**src/gic_pkg.sv**
```systemverilog
`timescale 1ns / 1ps
// ----------------------------------------------------------------------------
// gic_pkg: shared types and constants of the gamepad input conditioner
// Sizes, direction codes and the payload structs of both channels.
// ----------------------------------------------------------------------------
package gic_pkg;

   localparam int NUM_BUTTONS = 18;
   localparam int NUM_LAYOUTS = 4;
   localparam int LAYOUT_IW   = (NUM_LAYOUTS > 1) ? $clog2(NUM_LAYOUTS) : 1;

   localparam int RAW_W    = 32;
   localparam int STICK_W  = 8;
   localparam int RAMP_W   = 8;
   localparam int SET_W    = 2;
   localparam int SLOT_W   = 5;
   localparam int CSR_W    = 2;

   // Direction bits in the logical button word.
   localparam int BIT_UP    = 0;
   localparam int BIT_DOWN  = 1;
   localparam int BIT_LEFT  = 2;
   localparam int BIT_RIGHT = 3;

   // Bits injected by the stick and cleared when opposing directions meet.
   localparam logic [31:0] INJECT_DOWN  = 32'h42;
   localparam logic [31:0] INJECT_UP    = 32'h21;
   localparam logic [31:0] INJECT_RIGHT = 32'h8;
   localparam logic [31:0] INJECT_LEFT  = 32'h4;
   localparam logic [31:0] CLEAR_ON_UP    = 32'h42;
   localparam logic [31:0] CLEAR_ON_RIGHT = 32'h4;

   localparam int STICK_THRESHOLD = 63;
   localparam int RAMP_STEP       = 4;
   localparam int RAMP_MAX        = 127;
   localparam int RAMP_MIN        = -128;

   typedef enum logic {
      MODE_SAMPLE      = 1'b0,
      MODE_TABLE_WRITE = 1'b1
   } mode_type;

   typedef struct packed {
      mode_type                   mode;
      logic                       present;
      logic [RAW_W-1:0]           buttons;
      logic signed [STICK_W-1:0]  stick_x;
      logic signed [STICK_W-1:0]  stick_y;
      logic                       stick_inhibit;
      logic [SET_W-1:0]           table_set;
      logic [SLOT_W-1:0]          table_slot;
      logic [RAW_W-1:0]           table_mask;
   } req_type;

   typedef struct packed {
      logic [NUM_BUTTONS-1:0]     held;
      logic [NUM_BUTTONS-1:0]     pressed;
      logic [NUM_BUTTONS-1:0]     released;
      logic signed [RAMP_W-1:0]   ramp_x;
      logic signed [RAMP_W-1:0]   ramp_y;
   } rsp_type;

endpackage

```
**src/gamepad_input_conditioner_unit.sv**
```systemverilog
`timescale 1ns / 1ps
// ----------------------------------------------------------------------------
// gamepad_input_conditioner_unit: controller sample conditioner
// Remaps raw buttons through loadable mask tables, adds stick directions,
// resolves opposing directions, runs the x/y ramps and reports button edges.
//
//   channel | ports                          | direction | content
//   --------+--------------------------------+-----------+------------------
//   request | req_valid, req_stall, req_data | in        | sample/mask write
//   result  | rsp_valid, rsp_stall, rsp_data | out       | held, edges, ramps
//   config  | csr_we, csr_wdata              | in        | key_layout
//
// Results appear in the cycle after the request transfer, in the result register, and
// one item may be taken in every cycle unless the request side stalls. Mask writes
// produce no result. The request side stalls only while a result sits in the output
// register and the result side stalls. Reset clears the mask tables (through
// per-entry valid bits), edge state, ramps and key_layout; there is no clearing pass.
// ----------------------------------------------------------------------------
module gamepad_input_conditioner_unit
   import gic_pkg::*;
(
   input  logic             clock,
   input  logic             reset,
   input  logic             req_valid,
   output logic             req_stall,
   input  req_type          req_data,
   output logic             rsp_valid,
   input  logic             rsp_stall,
   output rsp_type          rsp_data,
   input  logic             csr_we,
   input  logic [CSR_W-1:0] csr_wdata
);

   // Mask tables: one lane per logical button, each lane holding one mask per
   // layout and read at the single selected layout.
   logic [RAW_W-1:0]        mask_ff   [NUM_BUTTONS][NUM_LAYOUTS];
   logic [NUM_LAYOUTS-1:0]  mvalid_ff [NUM_BUTTONS];
   logic [NUM_LAYOUTS-1:0]  mvalid_in [NUM_BUTTONS];

   logic [CSR_W-1:0]          key_layout_ff, key_layout_in;
   logic [NUM_BUTTONS-1:0]    prev_held_ff, prev_held_in;
   logic [NUM_BUTTONS-1:0]    last_rel_ff, last_rel_in;
   logic signed [RAMP_W-1:0]  ramp_x_ff, ramp_x_in;
   logic signed [RAMP_W-1:0]  ramp_y_ff, ramp_y_in;
   logic                      rsp_valid_ff, rsp_valid_in;
   rsp_type                   rsp_data_ff, rsp_data_in;

   logic                      accept;
   logic                      do_sample;
   logic                      do_write;
   logic                      write_hit;
   logic [LAYOUT_IW-1:0]      layout_sel;
   logic [LAYOUT_IW-1:0]      write_set;
   logic [NUM_BUTTONS-1:0]    remapped;
   logic [NUM_BUTTONS-1:0]    pad;
   logic signed [STICK_W:0]   neg_x;
   logic signed [STICK_W:0]   neg_y;
   logic signed [RAMP_W-1:0]  ramp_x_next;
   logic signed [RAMP_W-1:0]  ramp_y_next;

   function automatic logic [LAYOUT_IW-1:0] layout_index(input logic [CSR_W-1:0] k);
      logic [CSR_W:0] v;
      begin
         v = {1'b0, k};
         // key_layout is below four, so three subtractions always suffice.
         for (int s = 0; s < 3; s++) begin
            if (32'(v) >= NUM_LAYOUTS) begin
               v = v - (CSR_W+1)'(NUM_LAYOUTS);
            end
         end
         return LAYOUT_IW'(v);
      end
   endfunction

   function automatic logic signed [RAMP_W-1:0] ramp_next(
      input logic signed [RAMP_W-1:0] r,
      input logic                     plus,
      input logic                     minus
   );
      logic signed [RAMP_W+1:0] w;
      begin
         w = {{2{r[RAMP_W-1]}}, r};
         if (plus || minus) begin
            if (plus) begin
               w = (w >= 0) ? w + (RAMP_W+2)'(RAMP_STEP) : '0;
            end
            if (minus) begin
               w = (w <= 0) ? w - (RAMP_W+2)'(RAMP_STEP) : '0;
            end
            if (w > (RAMP_W+2)'(RAMP_MAX)) begin
               w = (RAMP_W+2)'(RAMP_MAX);
            end
            if (w < $signed((RAMP_W+2)'(RAMP_MIN))) begin
               w = (RAMP_W+2)'(RAMP_MIN);
            end
         end else begin
            // Halve, rounding towards zero.
            w = (w + {{(RAMP_W+1){1'b0}}, w[RAMP_W+1]}) >>> 1;
         end
         return w[RAMP_W-1:0];
      end
   endfunction

   assign req_stall = rsp_valid_ff && rsp_stall;
   assign accept    = req_valid && !req_stall;
   assign do_sample = accept && (req_data.mode == MODE_SAMPLE);
   assign do_write  = accept && (req_data.mode == MODE_TABLE_WRITE);
   assign write_hit = do_write
                      && (32'(req_data.table_set) < NUM_LAYOUTS)
                      && (32'(req_data.table_slot) < NUM_BUTTONS);
   assign write_set  = LAYOUT_IW'(req_data.table_set);
   assign layout_sel = layout_index(key_layout_ff);

   assign key_layout_in = csr_we ? csr_wdata : key_layout_ff;

   always_comb begin
      for (int b = 0; b < NUM_BUTTONS; b++) begin
         mvalid_in[b] = mvalid_ff[b];
         if (write_hit && (32'(req_data.table_slot) == b)) begin
            mvalid_in[b][write_set] = 1'b1;
         end
      end
   end

   always_comb begin
      for (int b = 0; b < NUM_BUTTONS; b++) begin
         remapped[b] = mvalid_ff[b][layout_sel]
                       && ((req_data.buttons & mask_ff[b][layout_sel]) != '0);
      end
   end

   assign neg_x = -{req_data.stick_x[STICK_W-1], req_data.stick_x};
   assign neg_y = -{req_data.stick_y[STICK_W-1], req_data.stick_y};

   always_comb begin
      pad = remapped;
      if (!req_data.stick_inhibit) begin
         if (neg_y > (STICK_W+1)'(STICK_THRESHOLD)) begin
            pad = pad | INJECT_DOWN[NUM_BUTTONS-1:0];
         end
         if (neg_y < -(STICK_W+1)'(STICK_THRESHOLD)) begin
            pad = pad | INJECT_UP[NUM_BUTTONS-1:0];
         end
         if (neg_x > (STICK_W+1)'(STICK_THRESHOLD)) begin
            pad = pad | INJECT_RIGHT[NUM_BUTTONS-1:0];
         end
         if (neg_x < -(STICK_W+1)'(STICK_THRESHOLD)) begin
            pad = pad | INJECT_LEFT[NUM_BUTTONS-1:0];
         end
      end
      if (pad[BIT_UP]) begin
         pad = pad & ~CLEAR_ON_UP[NUM_BUTTONS-1:0];
      end
      if (pad[BIT_RIGHT]) begin
         pad = pad & ~CLEAR_ON_RIGHT[NUM_BUTTONS-1:0];
      end
   end

   assign ramp_x_next = ramp_next(ramp_x_ff, pad[BIT_RIGHT], pad[BIT_LEFT]);
   assign ramp_y_next = ramp_next(ramp_y_ff, pad[BIT_DOWN], pad[BIT_UP]);

   always_comb begin
      prev_held_in = prev_held_ff;
      last_rel_in  = last_rel_ff;
      ramp_x_in    = ramp_x_ff;
      ramp_y_in    = ramp_y_ff;
      rsp_data_in  = rsp_data_ff;
      rsp_valid_in = rsp_valid_ff && rsp_stall;
      if (do_sample) begin
         rsp_valid_in = 1'b1;
         if (req_data.present) begin
            prev_held_in         = pad;
            last_rel_in          = prev_held_ff & ~pad;
            ramp_x_in            = ramp_x_next;
            ramp_y_in            = ramp_y_next;
            rsp_data_in.held     = pad;
            rsp_data_in.pressed  = pad & ~prev_held_ff;
            rsp_data_in.released = prev_held_ff & ~pad;
            rsp_data_in.ramp_x   = ramp_x_next;
            rsp_data_in.ramp_y   = ramp_y_next;
         end else begin
            // No controller: nothing is held or pressed, the last release is repeated.
            prev_held_in         = '0;
            rsp_data_in.held     = '0;
            rsp_data_in.pressed  = '0;
            rsp_data_in.released = last_rel_ff;
            rsp_data_in.ramp_x   = ramp_x_ff;
            rsp_data_in.ramp_y   = ramp_y_ff;
         end
      end
   end

   always_ff @(posedge clock) begin
      if (reset) begin
         key_layout_ff <= '0;
         prev_held_ff  <= '0;
         last_rel_ff   <= '0;
         ramp_x_ff     <= '0;
         ramp_y_ff     <= '0;
         rsp_valid_ff  <= 1'b0;
         for (int b = 0; b < NUM_BUTTONS; b++) begin
            mvalid_ff[b] <= '0;
         end
      end else begin
         key_layout_ff <= key_layout_in;
         prev_held_ff  <= prev_held_in;
         last_rel_ff   <= last_rel_in;
         ramp_x_ff     <= ramp_x_in;
         ramp_y_ff     <= ramp_y_in;
         rsp_valid_ff  <= rsp_valid_in;
         for (int b = 0; b < NUM_BUTTONS; b++) begin
            mvalid_ff[b] <= mvalid_in[b];
         end
      end
   end

   always_ff @(posedge clock) begin
      rsp_data_ff <= rsp_data_in;
      if (write_hit) begin
         mask_ff[req_data.table_slot][write_set] <= req_data.table_mask;
      end
   end

   assign rsp_valid = rsp_valid_ff;
   assign rsp_data  = rsp_data_ff;

   // A button cannot both go down and come up within one sample.
   assert property (@(posedge clock) disable iff (reset)
      rsp_valid_ff |-> ((rsp_data_ff.pressed & rsp_data_ff.released) == '0))
      else $error("pressed and released overlap");

   // Opposing directions are always resolved in the held word.
   assert property (@(posedge clock) disable iff (reset)
      rsp_valid_ff |-> !(rsp_data_ff.held[BIT_UP] && rsp_data_ff.held[BIT_DOWN])
                       && !(rsp_data_ff.held[BIT_LEFT] && rsp_data_ff.held[BIT_RIGHT]))
      else $error("opposing directions both held");

   // A sample without a controller reports nothing held and keeps the ramps.
   assert property (@(posedge clock) disable iff (reset)
      (do_sample && !req_data.present) |=> rsp_valid_ff && (rsp_data_ff.held == '0)
         && (rsp_data_ff.pressed == '0) && $stable(ramp_x_ff) && $stable(ramp_y_ff))
      else $error("absent sample changed held state or ramps");

   // A mask write never creates a result of its own.
   assert property (@(posedge clock) disable iff (reset)
      (do_write && !rsp_valid_ff) |=> !rsp_valid_ff)
      else $error("mask write produced a result");

   // Edge state is only disturbed by sample transfers.
   assert property (@(posedge clock) disable iff (reset)
      !do_sample |=> $stable(prev_held_ff) && $stable(last_rel_ff))
      else $error("edge state changed without a sample");

endmodule

```
**config.mk**
```make
export PLATFORM = sky130hd
export DESIGN_NAME = gamepad_input_conditioner_unit
export DESIGN_NICKNAME = d
export VERILOG_FILES = /design/src/gic_pkg.sv /design/src/gamepad_input_conditioner_unit.sv
export SDC_FILE = /design/constraint.sdc
export NUM_CORES = 2
export LEC_CHECK = 0
export BUFFER_PORTS_ARGS = -buffer_cell sky130_fd_sc_hd__buf_4
export CELL_PAD_IN_SITES_DETAIL_PLACEMENT = 1
export CELL_PAD_IN_SITES_GLOBAL_PLACEMENT = 1
export CORE_UTILIZATION = 50
export CTS_CLUSTER_SIZE = 8
export DETAILED_ROUTE_END_ITERATION = 10
export GPL_ROUTABILITY_DRIVEN = 0
export PLACE_DENSITY_LB_ADDON = 0.1
export SYNTH_ARGS = -nofsm -noshare
export SYNTH_HDL_FRONTEND = slang
export SYNTH_SLANG_ARGS = --single-unit
```
**constraint.sdc**
```tcl
create_clock -name clock -period 5.11 [get_ports clock]
set_clock_uncertainty 0.2 [all_clocks]
set_input_delay 0.511 -clock clock [delete_from_list [all_inputs] [get_ports clock]]
set_output_delay 0.511 -clock clock [all_outputs]
set_load 0.02 [all_outputs]
```
# ---- Word-level counts from Yosys, hierarchy flattened
# Memories as Yosys holds them, arrays and structs flattened.
# Cells that the tools add are included.
dict set report word_totals {
  n_memories 2
  word_cells 349
  in_bits 97
  regBits 125
  output_inout_bits 72
  mem_bits_rw 2376
}
dict set report classes {
  eq_ne 17
  muxes 165
  n_reduce_logical 66
  magnitude_cmp 19
  addsub 8
  n_bitwise 61
}
# memory words width rd rd_ports_with_merged_regs write_ports line
set mem_list {}
lappend mem_list {mask_ff 18 128 18 0 1 gamepad_input_conditioner_unit.sv:36} ;# logic [RAW_W-1:0] mask_ff [NUM_BUTTONS][NUM_LAYOUTS];
lappend mem_list {mvalid_ff 18 4 18 0 18 gamepad_input_conditioner_unit.sv:37} ;# logic [NUM_LAYOUTS-1:0] mvalid_ff [NUM_BUTTONS];
# op n
set ops {}
lappend ops {{32-bit 2-to-1 mux} 37}
lappend ops {{32-bit binary-select mux with 2-bit select} 18}
lappend ops {{32-bit bitwise AND} 18}
lappend ops {{32-bit nonzero test} 18}
lappend ops {{10-bit 2-to-1 mux} 16}
lappend ops {{4-bit 2-to-1 mux} 38}
lappend ops {{128-bit 2-to-1 mux} 1}
lappend ops {{4-bit bitwise OR} 18}
lappend ops {{32-bit demux with 2-bit select} 1}
lappend ops {{1-bit logical AND} 43}
lappend ops {{5-bit by 4-bit == test with 1-bit output, second input constant} 8}
lappend ops {{18-bit bitwise AND} 2}
lappend ops {{1-bit binary-select mux with 2-bit select} 18}
lappend ops {{18-bit NOT} 2}
lappend ops {{34-bit 2-to-1 mux} 1}
lappend ops {{8-bit 2-to-1 mux} 4}
lappend ops {{1-bit 2-to-1 mux} 24}
lappend ops {{7-bit 2-to-1 mux} 3}
lappend ops {{5-bit by 3-bit == test with 1-bit output, second input constant} 4}
lappend ops {{10-bit by 8-bit greater-than comparator with 1-bit output, second input constant} 2}
lappend ops {{10-bit by 1-bit less-or-equal comparator with 1-bit output, second input constant} 2}
lappend ops {{10-bit by 8-bit less-than comparator with 1-bit output, second input constant} 2}
lappend ops {{10-bit by 3-bit subtractor with 10-bit output, second input constant} 2}
lappend ops {{8-bit by 2-bit adder with 9-bit output} 2}
lappend ops {{24 further kinds} 52}

# ---- Depth between registers and ports, before layout
dict set report logic_depth {
  depth_word 27
  depth_mapped 22
  depth_no_buf 17
}

# ---- Worst setup path after synthesis
# No wires, ideal clock.
dict set report synth_path {
  path_kind {input to register}
  from {input port req_data[49] in the netlist's numbering}
  to {register rsp_data_ff (netlist bit rsp_data[11]) (data pin)}
  required_time_ns 4.630
  cell_stages 15
  arrival_ns 4.359
  path_buffers 1
  slack_ns 0.271
  cell_sequence {inv_1 -> ha_1 -> or3b_4 -> or4_1 -> mux2i_2 -> nor2_1 -> o31ai_1 -> clkbuf_1 -> a22oi_1 -> ha_1 -> or3b_2 -> a32oi_1 -> a21oi_1 -> o31ai_1 -> a22oi_1}
}
dict set report synth_between {
  elab_chain_len 19
  word_cells_on_any_way 23
  classes_between {2 x add/sub; 5 x order compare; 15 x mux; 1 x reduce/logical}
}
# element line
set synth_lines {}
lappend synth_lines {{from (decl)} gamepad_input_conditioner_unit.sv:26} ;# input req_type req_data,
lappend synth_lines {{9-bit negation (*)} gamepad_input_conditioner_unit.sv:132} ;# assign neg_x = -{req_data.stick_x[STICK_W-1], req_data.stick_x};
lappend synth_lines {{9-bit by 7-bit greater-than comparator with 1-bit output} gamepad_input_conditioner_unit.sv:144} ;# if (neg_x > (STICK_W+1)'(STICK_THRESHOLD)) begin
lappend synth_lines {{4-bit 2-to-1 mux} gamepad_input_conditioner_unit.sv:144}
lappend synth_lines {{7-bit 2-to-1 mux (*)} gamepad_input_conditioner_unit.sv:137} ;# if (!req_data.stick_inhibit) begin
lappend synth_lines {{7-bit 2-to-1 mux (*)} gamepad_input_conditioner_unit.sv:151} ;# if (pad[BIT_UP]) begin
lappend synth_lines {{4-bit 2-to-1 mux (*)} gamepad_input_conditioner_unit.sv:154} ;# if (pad[BIT_RIGHT]) begin
lappend synth_lines {{10-bit 2-to-1 mux} gamepad_input_conditioner_unit.sv:84} ;# if (plus) begin
lappend synth_lines {{10-bit 2-to-1 mux} gamepad_input_conditioner_unit.sv:83} ;# if (plus || minus) begin
lappend synth_lines {{[3 not listed]} n/a}
lappend synth_lines {{10-bit 2-to-1 mux} gamepad_input_conditioner_unit.sv:83}
lappend synth_lines {{10-bit by 8-bit greater-than comparator with 1-bit output} gamepad_input_conditioner_unit.sv:90} ;# if (w > (RAMP_W+2)'(RAMP_MAX)) begin
lappend synth_lines {{10-bit 2-to-1 mux} gamepad_input_conditioner_unit.sv:90}
lappend synth_lines {{10-bit 2-to-1 mux} gamepad_input_conditioner_unit.sv:83}
lappend synth_lines {{10-bit by 8-bit less-than comparator with 1-bit output} gamepad_input_conditioner_unit.sv:93} ;# if (w < $signed((RAMP_W+2)'(RAMP_MIN))) begin
lappend synth_lines {{8-bit 2-to-1 mux} gamepad_input_conditioner_unit.sv:93}
lappend synth_lines {{8-bit 2-to-1 mux (*)} gamepad_input_conditioner_unit.sv:83}
lappend synth_lines {{34-bit 2-to-1 mux (*)} gamepad_input_conditioner_unit.sv:171} ;# if (req_data.present) begin
lappend synth_lines {{to (signal assigned)} gamepad_input_conditioner_unit.sv:218} ;# rsp_data_ff <= rsp_data_in;
lappend synth_lines {{to (decl)} gamepad_input_conditioner_unit.sv:46} ;# rsp_type rsp_data_ff, rsp_data_in;
# Every way passes the cells marked *; elsewhere a longest branch is shown, timed or not. The select of a mux whose other input is x is not followed.
# A chain may end at the register's enable or synchronous reset.

# ---- Final worst setup path
dict set report layout_path {
  from {register key_layout_ff[0]}
  to {register ramp_x_ff[3]}
}
dict set report layout_between {
  elab_chain_len 25
  word_cells_on_any_way 38
  classes_between {1 x add/sub; 3 x order compare; 26 x mux; 3 x bitwise; 5 x reduce/logical}
}
# element line
set layout_lines {}
lappend layout_lines {{from (decl)} gamepad_input_conditioner_unit.sv:40} ;# logic [CSR_W-1:0] key_layout_ff, key_layout_in;
lappend layout_lines {{from (signal assigned)} gamepad_input_conditioner_unit.sv:205} ;# key_layout_ff <= key_layout_in;
lappend layout_lines {{2-bit NOT with 3-bit output (not written as such)} gamepad_input_conditioner_unit.sv:128} ;# && ((req_data.buttons & mask_ff[b][layout_sel]) != '0);
lappend layout_lines {{32-bit binary-select mux with 2-bit select} gamepad_input_conditioner_unit.sv:128}
lappend layout_lines {{32-bit 2-to-1 mux (not written as such) (2 in a row)} gamepad_input_conditioner_unit.sv:128}
lappend layout_lines {{32-bit bitwise AND} gamepad_input_conditioner_unit.sv:128}
lappend layout_lines {{32-bit nonzero test} gamepad_input_conditioner_unit.sv:128}
lappend layout_lines {{1-bit logical AND} gamepad_input_conditioner_unit.sv:128}
lappend layout_lines {{7-bit 2-to-1 mux} gamepad_input_conditioner_unit.sv:138} ;# if (neg_y > (STICK_W+1)'(STICK_THRESHOLD)) begin
lappend layout_lines {{6-bit 2-to-1 mux} gamepad_input_conditioner_unit.sv:141} ;# if (neg_y < -(STICK_W+1)'(STICK_THRESHOLD)) begin
lappend layout_lines {{[8 not listed]} n/a}
lappend layout_lines {{10-bit 2-to-1 mux} gamepad_input_conditioner_unit.sv:87} ;# if (minus) begin
lappend layout_lines {{10-bit 2-to-1 mux} gamepad_input_conditioner_unit.sv:83}
lappend layout_lines {{10-bit by 8-bit greater-than comparator with 1-bit output} gamepad_input_conditioner_unit.sv:90}
lappend layout_lines {{10-bit 2-to-1 mux} gamepad_input_conditioner_unit.sv:90}
lappend layout_lines {{10-bit 2-to-1 mux} gamepad_input_conditioner_unit.sv:83}
lappend layout_lines {{10-bit by 8-bit less-than comparator with 1-bit output} gamepad_input_conditioner_unit.sv:93}
lappend layout_lines {{8-bit 2-to-1 mux} gamepad_input_conditioner_unit.sv:93}
lappend layout_lines {{8-bit 2-to-1 mux (*)} gamepad_input_conditioner_unit.sv:83}
lappend layout_lines {{to (signal assigned)} gamepad_input_conditioner_unit.sv:208} ;# ramp_x_ff <= ramp_x_in;
lappend layout_lines {{to (decl)} gamepad_input_conditioner_unit.sv:43} ;# logic signed [RAMP_W-1:0] ramp_x_ff, ramp_x_in;
# Marks and branches as above.

==> impl_metrics.env <==
export IMPL_critical_path_required_ps=5720
export IMPL_period_share_pct=95.7
export IMPL_timing_slew_headroom_pct=16.0
export IMPL_syn_instance_count=4749
export IMPL_synthTopCellsByArea="edfxtp_1, mux4_2, dfxtp_1, a22oi_1, mux2i_1"
export IMPL_min_path_type="primary input to flip-flop"
export IMPL_initial_core_util_pct=50.4
export IMPL_power_density_nw_per_um2=415
export IMPL_ys_flop_type="edfxtp_1"
export IMPL_fin_util_pct=58.9
export IMPL_cp_max_fo=25
export IMPL_hold_ws_ps=39.7
export IMPL_clk_path_buf_depth=4
export IMPL_syn_area_um2=96100
export IMPL_syn_nets=4858
export IMPL_worst_pin_slew_ps=1260
export IMPL_drt_iter0_drc=7101
export IMPL_port_buffers=168
export IMPL_use_met2_pct=48.6
export IMPL_drc=0
export IMPL_vdd_ir_drop_max_uv=362
export IMPL_worstPathArrival_ps=5500
export IMPL_cts_root_buffer="clkbuf_16"
export IMPL_timing_fmax_mhz=204
export IMPL_switching_share_pct=21.7
export IMPL_clkSinkCount=2501
export IMPL_tns_ps=0
export IMPL_cap_violations=0
export IMPL_core_rowCount=160
export IMPL_grt_use_met3_pct=4.99
export IMPL_p_total_mw=46.6
export IMPL_cts_buffers=362
export IMPL_synth_most_common_cell="edfxtp_1"
export IMPL_power_frac_seq_pct=48.4
export IMPL_start_kind="flip-flop"
export IMPL_async_flop_share_pct=0
export IMPL_worstSetupPathType="flip-flop to flip-flop"
export IMPL_pwr_share_comb_pct=5.2
export IMPL_ant_nets=0
export IMPL_dieWidth_um=440
export IMPL_p_int_mw=36.5
export IMPL_period_needed_ps=4890
export IMPL_fp_dieH_um=440
export IMPL_grt_pass1_wl_um=413000
export IMPL_path_clk_slew_ps=60
export IMPL_grt_ovfl_total=0
export IMPL_ys_warn_count=0
export IMPL_cp_end_kind="flip-flop"
export IMPL_totalWireLength_um=296000
export IMPL_ys_top_cells_by_count="edfxtp_1, mux4_2, nor2_1, a22oi_1, clkbuf_1"
export IMPL_first_global_vias=53600
export IMPL_grt_max_degree=89
export IMPL_hold_viol_final=0
export IMPL_ys_seq_area_share_pct=76.8
export IMPL_leakage_nw=35.2
export IMPL_busiest_layer="met2"
export IMPL_pin_count=169
export IMPL_clkLatencyLatePin_ps=950
export IMPL_area_growth_syn_to_layout_pct=16.7
export IMPL_stdcell_count=7989
export IMPL_synth_edff_count=2374
export IMPL_core_um2=191000
export IMPL_via_per_inst=6.56
export IMPL_synth_area_leader_cell="edfxtp_1"
export IMPL_antenna_found_initial=34
export IMPL_yosys_area_top_type_share_pct=74.2
export IMPL_grt_usage_pct=30.7
export IMPL_dp_cells=7388
export IMPL_synth_cell_types=92
export IMPL_hpwlAfterDp_um=166000
export IMPL_status="completed"
export IMPL_rsz0062_at_grt="no"
export IMPL_dr_total_vias=52400
export IMPL_final_net_count=5379
export IMPL_grt_util_met1_pct=44.0
export IMPL_p_sw_mw=10.1
export IMPL_cts_tree="built"
export IMPL_finalSetupViolCount=0
export IMPL_drive_gt1_share_pct=26.2
export IMPL_htreeDepth=5
export IMPL_dr_pass1_iters=8
export IMPL_die_area_um2=194000
export IMPL_synth_ff_latch_count=2501
export IMPL_power_share_clock_pct=46.4
export IMPL_slew_violations=0
export IMPL_wl_per_cell_um=37.0
export IMPL_syn_avg_cell_area_um2=20.2
==> path summary, 6_finish.rpt <==
kind	start	slack, ps	cells after the start	endpoint
worst max register to register	key_layout_ff[0]	220	14	ramp_x_ff[3]
worst min-delay path	csr_we	40	3	key_layout_ff[1]
worst max-delay path	key_layout_ff[0]	220	14	ramp_x_ff[3]
worst min register to register	last_rel_ff[3]	250	2	last_rel_ff[3]
==> logic make-up (layout without fill, tap and decap cells) <==
family / Yosys count / after routing / share of synthesized area, %
AOI/OAI and AO/OA: 531 / 531 / 3.96
xor gates and xnor gates: 19 / 19 / 0.173
adders and majority gates: 12 / 12 / 0.156
buffers and inverters: 311 / 1037 / 1.48
DFF: 2501 / 2501 / 76.8
muxes: 696 / 696 / 14.1
other: 0 / 3 / 0
and+or+nand+nor: 679 / 679 / 3.37
==> per-layer routing <==
layer	routed length, um	share of wire, %
met1	118000	40
met2	141000	48
met3	26800	9.0
met4	9150	3.1
met5	18	0.0061
==> cell usage in the layout, fill, tap and decap left out, types with 37 or more instances in the layout <==
| master | n |
|---|---|
| dfxtp_1 | 125 |
| mux2_2 | 37 |
| a22oi_1 | 245 |
| a21oi_1 | 62 |
| clkbuf_16 | 370 |
| nor2_4 | 74 |
| mux2i_1 | 139 |
| clkbuf_1 | 193 |
| nand4_1 | 66 |
| mux4_2 | 517 |
| nor2_1 | 234 |
| nand3_1 | 40 |
| o22ai_1 | 61 |
| inv_1 | 46 |
| buf_4 | 376 |
| edfxtp_1 | 2374 |
| nand2_1 | 113 |
==> stage by stage <==
step / worst slack [ps] / cell area [um^2]
after floorplan: 271 / 96100
after global placement: 171 / 102000
after detailed placement: 73.2 / 102000
after CTS: 36.8 / 112000
after global routing: 1.23 / 112000
final: 218 / 112000
==> power groups by stage <==
stage	Clock [mW]	Sequential [mW]	Combinational, mW
final	21.6	22.5	2.41
after CTS	21.8	22.5	2.40
after detailed placement	0	22.9	2.38
after floorplan	0	22.9	1.12
after global routing	22.5	22.5	2.50
after global placement	0	22.9	2.34
==> worst max-delay path, stage by stage, from the launching register on <==
cell	delay (ps)
dfxtp_4	530
buf_12	250
mux4_2	520
a2111oi_0	470
buf_4	210
nand4_1	290
o31a_1	380
buf_4	190
a2111oi_1	470
o211a_1	290
nor4b_4	270
buf_4	210
o31ai_1	110
buf_4	160
a221oi_2	210
==> registers in the layout, indices dropped and copies added, names as in the netlist <==
name and flops:
mask_ff 2304, mvalid_ff 72, rsp_data 70, last_rel_ff 18
prev_held_ff 18, ramp_x_ff 8, ramp_y_ff 8, key_layout_ff 2
rsp_valid 1
==> final cells by class <==
class / count / area, um^2
multi-input combinational: 1937 / 21500
timing repair buffer: 420 / 3440
sequential: 2501 / 73800
inverter: 48 / 181
antenna: 3 / 7.51
tap: 2511 / 3140
fill: 16000 / 78400
clock inverter: 6 / 86.3
clock buffer: 563 / 9980
==> repair_timing <==
item	in CTS	in global routing
setup buffers	0	3
resized for setup	0	10
endpoints found under the setup margin	0	14
hold buffers	25	1
hold endpoints to repair	587	1
Power figures use the tool's default switching activity.
